==> config.mk <==
export PLATFORM = sky130hd
export DESIGN_NAME = rtc_queue
export DESIGN_NICKNAME = d
export VERILOG_FILES = /design/src/rtl/assert_macros.svh /design/src/rtl/rtc_pkg.sv /design/src/rtl/rtc_queue.sv
export SDC_FILE = /design/constraint.sdc
export NUM_CORES = 1
export LEC_CHECK = 0
export BUFFER_PORTS_ARGS = -buffer_cell sky130_fd_sc_hd__buf_4
export CORE_AREA = 2 2 253 255
export DETAILED_ROUTE_END_ITERATION = 8
export DIE_AREA = 0 0 255 257
export GPL_TIMING_DRIVEN = 0
export SYNTH_ARGS = -nofsm -noshare
export SYNTH_HDL_FRONTEND = slang
export SYNTH_SLANG_ARGS = --single-unit
==> constraint.sdc <==
create_clock -name clock -period 11.2 [get_ports clock]
set_input_delay 2.24 -clock clock [delete_from_list [all_inputs] [get_ports clock]]
set_output_delay 2.24 -clock clock [all_outputs]
set_load 0.1 [all_outputs]
==> src/rtl/assert_macros.svh <==
// assertion helpers shared by the rtl
`ifndef ASSERT_MACROS_SVH
`define ASSERT_MACROS_SVH

// same-cycle implication
`define ASSERT_IMPL(lbl, clk, rst, ante, cons) \
   lbl: assert property (@(posedge clk) disable iff (rst) (ante) |-> (cons)) \
      else $error("assertion failed: same-cycle implication");

// next-cycle implication
`define ASSERT_NEXT(lbl, clk, rst, ante, cons) \
   lbl: assert property (@(posedge clk) disable iff (rst) (ante) |=> (cons)) \
      else $error("assertion failed: next-cycle implication");

`endif

==> src/rtl/rtc_pkg.sv <==
package rtc_pkg;

   localparam int DEF_MAX_TRIS    = 32768;
   localparam int DEF_COORD_WIDTH = 32;

   localparam int COORD_W  = 32;
   localparam int T_W      = 31;
   localparam int UV_W     = 17;
   localparam int IDX_W    = 15;
   localparam int CFG_W    = 16;
   localparam int FAR_W    = 31;
   localparam int FRAC     = 16;
   localparam int SAT_IN_W = 49;
   localparam int DOT_W    = 50;
   localparam int NUM_W    = 49;
   localparam int QUO_W    = 31;
   localparam int PROD_W   = 64;
   localparam int IDX_CAP_MAX = 32767;

   localparam int QUEUE_DEPTH = 2;

   localparam logic [T_W-1:0]   T_MAX          = {T_W{1'b1}};
   localparam logic [CFG_W-1:0] MIN_DIST_RESET = 16'd7;
   localparam logic [CFG_W-1:0] PAR_EPS_RESET  = 16'd1;

   localparam logic CMD_RAY = 1'b0;
   localparam logic CMD_TRI = 1'b1;

   // register index as decoded from the word address
   localparam logic REG_MIN_DIST = 1'b0;
   localparam logic REG_PAR_EPS  = 1'b1;

   typedef logic [2:0][COORD_W-1:0] vec3_type;
   typedef logic [2:0][NUM_W-1:0]   num3_type;
   typedef logic [2:0][QUO_W-1:0]   quo3_type;

   typedef struct packed {
      logic                    cmd;
      logic signed [COORD_W-1:0] p_x;
      logic signed [COORD_W-1:0] p_y;
      logic signed [COORD_W-1:0] p_z;
      logic signed [COORD_W-1:0] q_x;
      logic signed [COORD_W-1:0] q_y;
      logic signed [COORD_W-1:0] q_z;
      logic signed [COORD_W-1:0] r_x;
      logic signed [COORD_W-1:0] r_y;
      logic signed [COORD_W-1:0] r_z;
      logic [FAR_W-1:0]        far_limit;
   } rtc_req_type;

   typedef struct packed {
      logic             any_hit;
      logic             this_hit;
      logic [T_W-1:0]   closest_t;
      logic [UV_W-1:0]  closest_u;
      logic [UV_W-1:0]  closest_v;
      logic [IDX_W-1:0] closest_index;
   } rtc_rsp_type;

   // classified item: ray (origin, saturated direction) or triangle (v0, edges)
   typedef struct packed {
      logic             is_tri;
      vec3_type         pnt;
      vec3_type         edge1;
      vec3_type         edge2;
      logic [FAR_W-1:0] far;
   } rtc_job_type;

   typedef struct packed {
      logic full;
      logic valid;
   } rtc_q_status_type;

   function automatic int vec_bits(input int cw);
      int r;
      r = cw;
      if (cw > 32) r = 32;
      if (cw < 16) r = 16;
      return r;
   endfunction

   function automatic int tri_cap(input int mt);
      return ((mt - 1) < IDX_CAP_MAX) ? (mt - 1) : IDX_CAP_MAX;
   endfunction

   function automatic logic [COORD_W-1:0] sat_vec(input logic signed [SAT_IN_W-1:0] x,
                                                  input int vb);
      logic signed [SAT_IN_W-1:0] one;
      logic signed [SAT_IN_W-1:0] hi;
      logic signed [SAT_IN_W-1:0] lo;
      logic signed [SAT_IN_W-1:0] r;
      one = SAT_IN_W'(1);
      hi  = (one <<< (vb - 1)) - one;
      lo  = -(one <<< (vb - 1));
      if (x > hi)      r = hi;
      else if (x < lo) r = lo;
      else             r = x;
      return r[COORD_W-1:0];
   endfunction

endpackage

==> src/rtl/rtc_queue.sv <==
module rtc_queue (
   input  logic                      clock,
   input  logic                      reset,
   input  logic                      push,
   input  rtc_pkg::rtc_job_type      push_job,
   input  logic                      pop,
   output rtc_pkg::rtc_job_type      head,
   output rtc_pkg::rtc_q_status_type status
);
   import rtc_pkg::*;

   localparam int PTR_W = (QUEUE_DEPTH > 1) ? $clog2(QUEUE_DEPTH) : 1;
   localparam int CNT_W = $clog2(QUEUE_DEPTH + 1);
   localparam logic [PTR_W-1:0] PTR_LAST = PTR_W'(QUEUE_DEPTH - 1);
   localparam logic [CNT_W-1:0] CNT_FULL = CNT_W'(QUEUE_DEPTH);

   rtc_job_type      entry_ff [QUEUE_DEPTH];
   logic [PTR_W-1:0] wr_ff, wr_in, rd_ff, rd_in;
   logic [CNT_W-1:0] cnt_ff, cnt_in;
   logic             do_push, do_pop;

   assign status.full  = (cnt_ff == CNT_FULL);
   assign status.valid = (cnt_ff != '0);
   assign do_push      = push & ~status.full;
   assign do_pop       = pop & status.valid;
   assign head         = entry_ff[rd_ff];

   always_comb begin
      wr_in  = wr_ff;
      rd_in  = rd_ff;
      cnt_in = cnt_ff;
      if (do_push) wr_in = (wr_ff == PTR_LAST) ? '0 : wr_ff + 1'b1;
      if (do_pop)  rd_in = (rd_ff == PTR_LAST) ? '0 : rd_ff + 1'b1;
      if (do_push && !do_pop)      cnt_in = cnt_ff + 1'b1;
      else if (do_pop && !do_push) cnt_in = cnt_ff - 1'b1;
   end

   always_ff @(posedge clock) begin
      if (reset) begin
         wr_ff  <= '0;
         rd_ff  <= '0;
         cnt_ff <= '0;
      end else begin
         wr_ff  <= wr_in;
         rd_ff  <= rd_in;
         cnt_ff <= cnt_in;
      end
   end

   always_ff @(posedge clock) begin
      if (do_push) begin
         entry_ff[wr_ff] <= push_job;
      end
   end

endmodule

==> impl_metrics.tcl <==
set metrics [dict create \
    status "finished clean" \
    grt_pass1_wl_um 83300 \
    wl_met2_um 31200 \
    die_width_um 255 \
    slew-limit-headroom_pct 58.9 \
    worstMarginPinSlew_ns 0.616 \
    final_cells 2643 \
    vias 12300 \
    hold_viol 0 \
    cts_tree "built" \
    post_cts_buffers 0 \
    worstReg2RegEnd "entry_ff[0][197]" \
    ios 646 \
    first_pass_iters 4 \
    start_util_pct 39.6 \
    endpoint_kind "output port" \
    cp.depth 4 \
    die_h_um 257 \
    htreeDepth 3 \
    drt_first_iter_violations 594 \
    cts_buffers 71 \
    critical-path-top-delay-family "buffers and inverters" \
    synth.avg_cell_area_um2 24.3 \
    final.setup_skew_ns 0.0227 \
    track_usage_pct 17.6 \
    drc 0 \
    rows 92 \
    dieArea_um2 65500 \
    hold_slack_ns 0.511 \
    cts.sinks 645 \
    crit_buf_inv 3 \
    final_area_um2 33100 \
    endpoint "head[310]" \
    drive_above_1_share_pct 61.4 \
    synth_top_area_share_pct 77.3 \
    num-fill-cells 5046 \
    placedCellCount 2521 \
    power.total_mw 10.2 \
    crit_path_start_kind "flip-flop" \
    post_dp_cell_area_um2 31000 \
    powerDensity_nw_per_um2 309 \
    io_buffers 645 \
    fmax_mhz 233 \
    vdd_ir_drop_max_mv 0.172 \
    synthToLayoutAreaGrowth_pct 33.2 \
    ctsRootBufferMaster "clkbuf_16" \
    holdCritStartpoint "rd_ff" \
    ys_ff_latch 645 \
    multiInputGateArea_um2 4840 \
    critical_path.max_stage_delay_ns 0.40 \
    critPathRequiredTime_ns 8.96 \
    ys.warnings.count 0 \
    final_nets 2073 \
    synth_top_area_cell "edfxtp_1" \
    hold_path.class "reg2reg" \
    clk_latency_ns 0.60 \
    ant_nets 0 \
    ys_types 17 \
    worstPathMaxFanout 10 \
    ff2ff_path_depth 5 \
    path_cells "buf_6, buf_2, mux2_2, buf_4" \
    reg2reg_from "cnt_ff[0]" \
    period_minus_slack_ns 4.28 \
    slowest_stage "mux2_2" \
    cts_buffer_depth 3 \
    syn_nets 1346 \
    p_leak_nw 12.8 \
    setup_viol 0 \
    finalCritPeriodShare_pct 38.3 \
    wl_met1_um 20600 \
    syn_area_um2 24800 \
    ys_seq_area_share_pct 77.7 \
    crit_arrival_ns 2.04 \
    wl_um 59500 \
    ctsResizeCount 0 \
    drv_slew 0 \
    dpl.hpwl_um 42700 \
    rrSetupSlack_ns 8.57 \
    critPathKind "reg2out" \
    yosys-top-cells-area "edfxtp_1, mux2_4, buf_12" \
    antenna_found_initial 12 \
    grt_max_degree 105 \
    top_layer_used "met5" \
    gp_congestion 0.783 \
    wl_per_cell_um 22.5 \
    rsz0062_at_grt "false" \
    grt_overflow 0 \
    register_area_um2 19300 \
    vias_per_cell 4.64 \
    finalSetupTns_ns 0 \
    clk_pin_slew_ns 0.05 \
    core_area_um2 62700 \
    grt_pass1_vias 12900 \
    synth_cells 1021 \
    met3_length_um 5910 \
    drv_cap 0 \
    hold_buffers 0 \
]
[worst register-to-register path: cells and delay by family (launching register included)]
kind          cells  cell delay (ns)
buf+inv           3             1.12
simple gates      2             0.56
flops             1             0.43
[metrics by stage]
| step | setup slack [ns] | util [%] |
|---|---|---|
| detailed placement | 6.71 | 49.4 |
| floorplan | 0.773 | - |
| global placement | -4.16 | 49.0 |
| finish | 6.92 | 52.7 |
| global route | 6.77 | 52.7 |
| CTS | 6.82 | 52.7 |
[worst min path at each step]
stage | end | cells past startpoint
3_3_place_gp | wr_ff | 2
3_5_place_dp | flip-flop | 2
5_1_grt | wr_ff | 2
6_report | flip-flop | 2
4_1_cts | wr_ff | 2
2_1_floorplan | wr_ff | 2
[Yosys cell counts, drive strengths merged]
cell type / n
edfxtp: 640
mux2: 320
buf: 36
dfxtp: 5
nor2: 4
o21ai: 3
xor2: 3
a21oi: 2
inv: 2
or3: 2
and2: 1
ha: 1
nor2b: 1
or2: 1
[state kept, by name (all words and copies together) (netlist names), named ones only]
name,cells
cnt_ff,2
entry_ff,640
rd_ff,1
wr_ff,1
[metal layers]
layer  global-route usage, %  vias up
met5                       0        -
met3                    7.68      117
met2                    31.3      430
met1                    18.3     6161
met4                    6.01       10
li1                        -     5542
[kinds of logic after synthesis]
logic type / share of synthesized area [%]
multiplexers: 19.0
buffers and inverters: 2.77
AO/OA/AOI/OAI: 0.101
flip-flops: 77.7
adder cells (fa/ha/maj): 0.0503
AND/OR/NAND/NOR: 0.186
XOR/XNOR: 0.106
[final cells by class]
cell class | count | share of cell area [%]
Sequential cell | 645 | 58.4
Timing Repair Buffer | 654 | 15.4
Multi-Input combinational cell | 338 | 14.6
Clock buffer | 92 | 5.61
Tap cell | 846 | 3.20
Buffer | 36 | 2.06
Clock inverter | 24 | 0.673
Inverter | 2 | 0.0454
Antenna cell | 6 | 0.0454
[placed cells by master (no fill, tap or decap), drive strengths merged, types with 2 or more instances in the layout]
master    count
o21ai         3
diode         6
or3           2
clkinv       17
mux2        320
a21oi         2
buf         690
clkbuf       92
xor2          3
bufinv        3
clkinvlp      2
dfxtp         5
inv           4
nor2          4
edfxtp      640
[power breakdown]
group	total (mW)	internal (mW)	switching (mW)
clock network	2.12	1.23	0.889
registers	3.10	3.03	0.0702
logic	5.02	1.34	3.68
total	10.2	5.60	4.64
Power figures use the tool's default switching activity.
