<file path="config.mk">
export PLATFORM = sky130hd
export DESIGN_NAME = rtc_front
export DESIGN_NICKNAME = d
export VERILOG_FILES = /design/src/rtl/assert_macros.svh /design/src/rtl/rtc_pkg.sv /design/src/rtl/rtc_front.sv
export SDC_FILE = /design/constraint.sdc
export NUM_CORES = 1
export LEC_CHECK = 0
export BUFFER_PORTS_ARGS = -buffer_cell sky130_fd_sc_hd__buf_2
export CORE_AREA = 2 2 253 255
export CTS_CLUSTER_SIZE = 10
export DETAILED_ROUTE_END_ITERATION = 6
export DIE_AREA = 0 0 255 257
export MAX_ROUTING_LAYER = met4
export PLACE_DENSITY = 0.7
export SLEW_MARGIN = 10
export SYNTH_ARGS = -nofsm -noshare
export SYNTH_HDL_FRONTEND = slang
export SYNTH_SLANG_ARGS = --single-unit
</file>
<file path="constraint.sdc">
create_clock -name clock -period 23.5 [get_ports clock]
set_input_delay 1.175 -clock clock [delete_from_list [all_inputs] [get_ports clock]]
set_output_delay 1.175 -clock clock [all_outputs]
set_load 0.01 [all_outputs]
</file>
<file path="src/rtl/assert_macros.svh">
// assertion helpers shared by the rtl
`ifndef ASSERT_MACROS_SVH
`define ASSERT_MACROS_SVH

// same-cycle implication
`define ASSERT_IMPL(lbl, clk, rst, ante, cons) \
   lbl: assert property (@(posedge clk) disable iff (rst) (ante) |-> (cons)) \
      else $error("assertion failed: same-cycle implication");

// next-cycle implication
`define ASSERT_NEXT(lbl, clk, rst, ante, cons) \
   lbl: assert property (@(posedge clk) disable iff (rst) (ante) |=> (cons)) \
      else $error("assertion failed: next-cycle implication");

`endif

</file>
<file path="src/rtl/rtc_pkg.sv">
package rtc_pkg;

   localparam int DEF_MAX_TRIS    = 32768;
   localparam int DEF_COORD_WIDTH = 32;

   localparam int COORD_W  = 32;
   localparam int T_W      = 31;
   localparam int UV_W     = 17;
   localparam int IDX_W    = 15;
   localparam int CFG_W    = 16;
   localparam int FAR_W    = 31;
   localparam int FRAC     = 16;
   localparam int SAT_IN_W = 49;
   localparam int DOT_W    = 50;
   localparam int NUM_W    = 49;
   localparam int QUO_W    = 31;
   localparam int PROD_W   = 64;
   localparam int IDX_CAP_MAX = 32767;

   localparam int QUEUE_DEPTH = 2;

   localparam logic [T_W-1:0]   T_MAX          = {T_W{1'b1}};
   localparam logic [CFG_W-1:0] MIN_DIST_RESET = 16'd7;
   localparam logic [CFG_W-1:0] PAR_EPS_RESET  = 16'd1;

   localparam logic CMD_RAY = 1'b0;
   localparam logic CMD_TRI = 1'b1;

   // register index as decoded from the word address
   localparam logic REG_MIN_DIST = 1'b0;
   localparam logic REG_PAR_EPS  = 1'b1;

   typedef logic [2:0][COORD_W-1:0] vec3_type;
   typedef logic [2:0][NUM_W-1:0]   num3_type;
   typedef logic [2:0][QUO_W-1:0]   quo3_type;

   typedef struct packed {
      logic                    cmd;
      logic signed [COORD_W-1:0] p_x;
      logic signed [COORD_W-1:0] p_y;
      logic signed [COORD_W-1:0] p_z;
      logic signed [COORD_W-1:0] q_x;
      logic signed [COORD_W-1:0] q_y;
      logic signed [COORD_W-1:0] q_z;
      logic signed [COORD_W-1:0] r_x;
      logic signed [COORD_W-1:0] r_y;
      logic signed [COORD_W-1:0] r_z;
      logic [FAR_W-1:0]        far_limit;
   } rtc_req_type;

   typedef struct packed {
      logic             any_hit;
      logic             this_hit;
      logic [T_W-1:0]   closest_t;
      logic [UV_W-1:0]  closest_u;
      logic [UV_W-1:0]  closest_v;
      logic [IDX_W-1:0] closest_index;
   } rtc_rsp_type;

   // classified item: ray (origin, saturated direction) or triangle (v0, edges)
   typedef struct packed {
      logic             is_tri;
      vec3_type         pnt;
      vec3_type         edge1;
      vec3_type         edge2;
      logic [FAR_W-1:0] far;
   } rtc_job_type;

   typedef struct packed {
      logic full;
      logic valid;
   } rtc_q_status_type;

   function automatic int vec_bits(input int cw);
      int r;
      r = cw;
      if (cw > 32) r = 32;
      if (cw < 16) r = 16;
      return r;
   endfunction

   function automatic int tri_cap(input int mt);
      return ((mt - 1) < IDX_CAP_MAX) ? (mt - 1) : IDX_CAP_MAX;
   endfunction

   function automatic logic [COORD_W-1:0] sat_vec(input logic signed [SAT_IN_W-1:0] x,
                                                  input int vb);
      logic signed [SAT_IN_W-1:0] one;
      logic signed [SAT_IN_W-1:0] hi;
      logic signed [SAT_IN_W-1:0] lo;
      logic signed [SAT_IN_W-1:0] r;
      one = SAT_IN_W'(1);
      hi  = (one <<< (vb - 1)) - one;
      lo  = -(one <<< (vb - 1));
      if (x > hi)      r = hi;
      else if (x < lo) r = lo;
      else             r = x;
      return r[COORD_W-1:0];
   endfunction

endpackage

</file>
<file path="src/rtl/rtc_front.sv">
module rtc_front #(
   parameter int COORD_WIDTH = rtc_pkg::DEF_COORD_WIDTH
) (
   input  logic                 clock,
   input  logic                 reset,
   input  logic                 req_valid,
   output logic                 req_stall,
   input  rtc_pkg::rtc_req_type req_data,
   input  logic                 q_full,
   output logic                 push,
   output rtc_pkg::rtc_job_type job
);
   import rtc_pkg::*;

   localparam int VB = vec_bits(COORD_WIDTH);

   logic        valid_ff, valid_in;
   rtc_job_type job_ff, job_in;
   logic        accept;
   vec3_type    p_v, q_v, r_v;

   assign req_stall = valid_ff & q_full;
   assign accept    = req_valid & ~req_stall;
   assign push      = valid_ff & ~q_full;
   assign job       = job_ff;

   assign p_v = {req_data.p_z, req_data.p_y, req_data.p_x};
   assign q_v = {req_data.q_z, req_data.q_y, req_data.q_x};
   assign r_v = {req_data.r_z, req_data.r_y, req_data.r_x};

   // edges for triangles, saturated direction for rays
   always_comb begin
      job_in        = job_ff;
      job_in.is_tri = (req_data.cmd == CMD_TRI);
      job_in.pnt    = p_v;
      job_in.far    = req_data.far_limit;
      for (int i = 0; i < 3; i++) begin
         if (req_data.cmd == CMD_TRI) begin
            job_in.edge1[i] = sat_vec(SAT_IN_W'($signed(q_v[i])) - SAT_IN_W'($signed(p_v[i])), VB);
            job_in.edge2[i] = sat_vec(SAT_IN_W'($signed(r_v[i])) - SAT_IN_W'($signed(p_v[i])), VB);
         end else begin
            job_in.edge1[i] = sat_vec(SAT_IN_W'($signed(q_v[i])), VB);
            job_in.edge2[i] = '0;
         end
      end
   end

   assign valid_in = accept | (valid_ff & ~push);

   always_ff @(posedge clock) begin
      if (reset) begin
         valid_ff <= 1'b0;
      end else begin
         valid_ff <= valid_in;
      end
   end

   always_ff @(posedge clock) begin
      if (accept) begin
         job_ff <= job_in;
      end
   end

endmodule

</file>
==> flow_summary_export.csv <==
group,metric,value,unit
pwr,p_clk_share,31.2,%
sta,period_share,20.1,%
pwr,switching_power,618,uW
cts,hold_buffers,0,
synth,synthCells,2278,
global_routing,grt_pass1_wl,116000,um
pwr,combPwrFrac,30.6,%
pwr,vdd_drop_max,0.0000553,V
synth,synthTopCellsByArea,"edfxtp_1 (43%), ha_1 (11%), a21oi_1 (5.0%)",
drt,wirelength,79000,um
critical_path,startpoint,"req_data[31]",
floorplan,ios,646,
finish,fin_cells,3793,
sta,setup-tns-final,0,ps
pwr,p_int,1.28,mW
run,max-cap-violations,0,
finish,most-common-layout-cells,"buf_2 (644), edfxtp_1 (320), a21oi_1 (226)",
cts,cts_buffers,41,
synth,ys_types,78,
sta,fin_skew,18.0,ps
pwr,p_leak,12.6,nW
synth,yosysSeqAreaShare,42.7,%
placement,dp.cells,3708,
global_routing,grtUsageTotal,23.8,%
floorplan,coreArea,62700,um2
drt,avgViaCountPerCell,5.43,
synth,ys_async_sr_fraction,0,%
pwr,p_seq_share,38.2,%
critical_path,r2r_end,"job[207]$_DFFE_PP_",
synth,synth_ff_type,"edfxtp_1",
cts,clkSinkCount,321,
synth,yosysWarnings,0,
cts,cts.path.max_buffers,3,
critical_path,critPathCapture,"job[124]$_SDFFCE_PN0P_",
finish,final_nets,3427,
finish,syn2layout_area_growth,24.1,%
synth,syn-cell-area,22600,um2
cts,ctsRootBufferMaster,"clkbuf_16",
sta,slew_violations,0,
finish,multiInputGateArea,12000,um2
global_routing,antenna_found_initial,22,
finish,seq_area,9630,um2
outcome,violations,"design-rule violations",
cts,clkTransAtPathRegs,60,ps
drt,drt_iter0_markers,1430,
pwr,switching_share,32.6,%
critical_path,cp-start-kind,"input pin",
outcome,outcome,"finished, violations left",
sta,hold_slack,680,ps
synth,synth_area_per_cell,9.90,um2
cts,worstSkewPairLatency,570,ps
drt,num_vias,20600,
cts,post_cts_buffers,0,
synth,netlist.top_cell.by_area,"edfxtp_1",
critical_path,rr_worst_depth,5,
floorplan,start_util,35.9,%
sta,rsz0062_at_grt,"no",
critical_path,crit_arrival,5100,ps
floorplan,dieArea,65500,um2
critical_path,crit_required,23880,ps
placement,place_congestion,0.949,
floorplan,row_count,92,
sta,period_minus_slack,4720,ps
synth,ys_seq_elements,321,
sta,fmax,212,MHz
finish,fill_cells,6023,
placement,hpwlAfterDp,62900,um
drt,route.detailed.drc,5,
sta,setup_viol,0,
floorplan,fp.dieH,257,um
cts,cts_tree,"done",
critical_path,rrSetupSlack,20220,ps
critical_path,critPathMaxFanout,26,
synth,synth_edf_count,320,
sta,worst_pin_slew,1060,ps
drt,drt_pass1_iterations,7,
synth,syn-num-nets,2800,
critical_path,r2r_start,"valid_ff$_SDFF_PP0_",
hold_path,hp-class,"reg -> reg",
drt,wl_per_cell,20.8,um
critical_path,critPathKind,"in -> reg",
cts,ctsResizeCount,0,
global_routing,grt_start_max_net_pins,75,
finish,drive_above_1_share,26.2,%
drt,antenna_left,0,
global_routing,grt_pass1_vias,19900,
finish,final_common_cell,"buf_2",
placement,port_buffers,645,
global_routing,grt_overflow,0,
synth,synth.top_cell.area_share,42.6,%
pwr,finalPower,1.89,mW
critical_path,endpoint_kind,"flip-flop",
pwr,power_density,67.7,nW/um2
floorplan,fp.dieW,255,um
cts,htree_num_levels,2,
sta,relSlewSlack,29.0,%
sta,hold_viol,0,
flip-flops by register name, indices dropped and copies added, names as in the netlist:
register,cells
job,320
valid_ff,1
kinds of logic after synthesis:
group	Yosys count	synth area share (%)
AO/OA/AOI/OAI	827	23.7
XOR/XNOR	146	5.67
adder cells (fa/ha/maj)	214	11.9
buffers and inverters	252	4.31
flip-flops	321	42.7
multiplexers	21	1.02
AND/OR/NAND/NOR	497	10.7
how the worst min path moves through the flow:
stage,from,end,slack (ps),cells after the start
2_1_floorplan,valid_ff$_SDFF_PP0_,valid_ff$_SDFF_PP0_,630,3
3_3_place_gp,valid_ff$_SDFF_PP0_,valid_ff$_SDFF_PP0_,660,3
3_5_place_dp,valid_ff$_SDFF_PP0_,valid_ff$_SDFF_PP0_,680,3
4_1_cts,valid_ff$_SDFF_PP0_,valid_ff$_SDFF_PP0_,690,3
5_1_grt,valid_ff$_SDFF_PP0_,valid_ff$_SDFF_PP0_,740,3
6_report,valid_ff$_SDFF_PP0_,valid_ff$_SDFF_PP0_,680,3
per-layer routing:
layer  share of wire, %  GRT usage, %  up-vias  wire (um)
li1                   -             -     9850          -
met1                 40          27.9     9604      31300
met2                 47          38.3      986      37100
met3                9.4          6.56      159       7450
met4                3.9          9.47        0       3090
met5                  0             -        -          0
layout make-up:
type / instances / area share [%]
antenna: 23 / 0.206
clock buffer: 51 / 3.84
clock inverter: 11 / 0.492
inverter: 172 / 2.31
multi-input combinational: 1705 / 42.9
sequential: 321 / 34.4
tap: 846 / 3.78
timing repair buffer: 664 / 12.1
critical path, cell delays in order:
cell	delay (ps)
buf_2	80
inv_1	40
ha_1	220
fa_1	420
nor2b_1	170
o21bai_1	110
a2111oi_0	610
nand3b_1	280
a31oi_1	220
o21ai_1	260
a31o_2	300
nand3_1	790
nand4b_1	410
power by group through the flow:
| stage | registers [mW] | clock network [mW] | logic [mW] |
|---|---|---|---|
| after CTS | 0.725 | 0.608 | 0.573 |
| after detailed placement | 0.735 | 0 | 0.569 |
| after global routing | 0.729 | 0.628 | 0.632 |
| after global placement | 0.735 | 0 | 0.568 |
| after floorplan | 0.778 | 0 | 0.338 |
| final | 0.724 | 0.590 | 0.579 |
synthesized netlist by cell type, drive strengths merged, types with 6 or more instances:
cell	n
nand3	48
o21bai	17
o211ai	27
and4	8
and2	17
o31ai	29
clkbuf	66
o22ai	9
nand2b	27
o21a	33
nand2	140
maj3	16
o2bb2ai	44
and3	24
o2111ai	6
a21boi	12
inv	172
ha	192
a2111oi	7
a211oi	28
or2	8
xor2	65
mux2	15
nor3	37
nor2b	24
a21o	119
a211o	7
xnor2	81
o21ai	186
or3	13
buf	14
mux2i	6
a31oi	15
nor2	114
a31o	8
o31a	6
edfxtp	320
fa	6
a21oi	229
nand4	19
stage by stage:
| stage | setup slack, ps | area [um2] | util, % |
|---|---|---|---|
| floorplan | 7050 | 22600 | - |
| global placement | 18330 | 26700 | 42.6 |
| detailed placement | 18240 | 26700 | 42.6 |
| CTS | 18820 | 27900 | 44.5 |
| global route | 18550 | 28000 | 44.6 |
| finish | 18780 | 28000 | 44.6 |
Note: power is estimated with default switching activity, not from simulation.
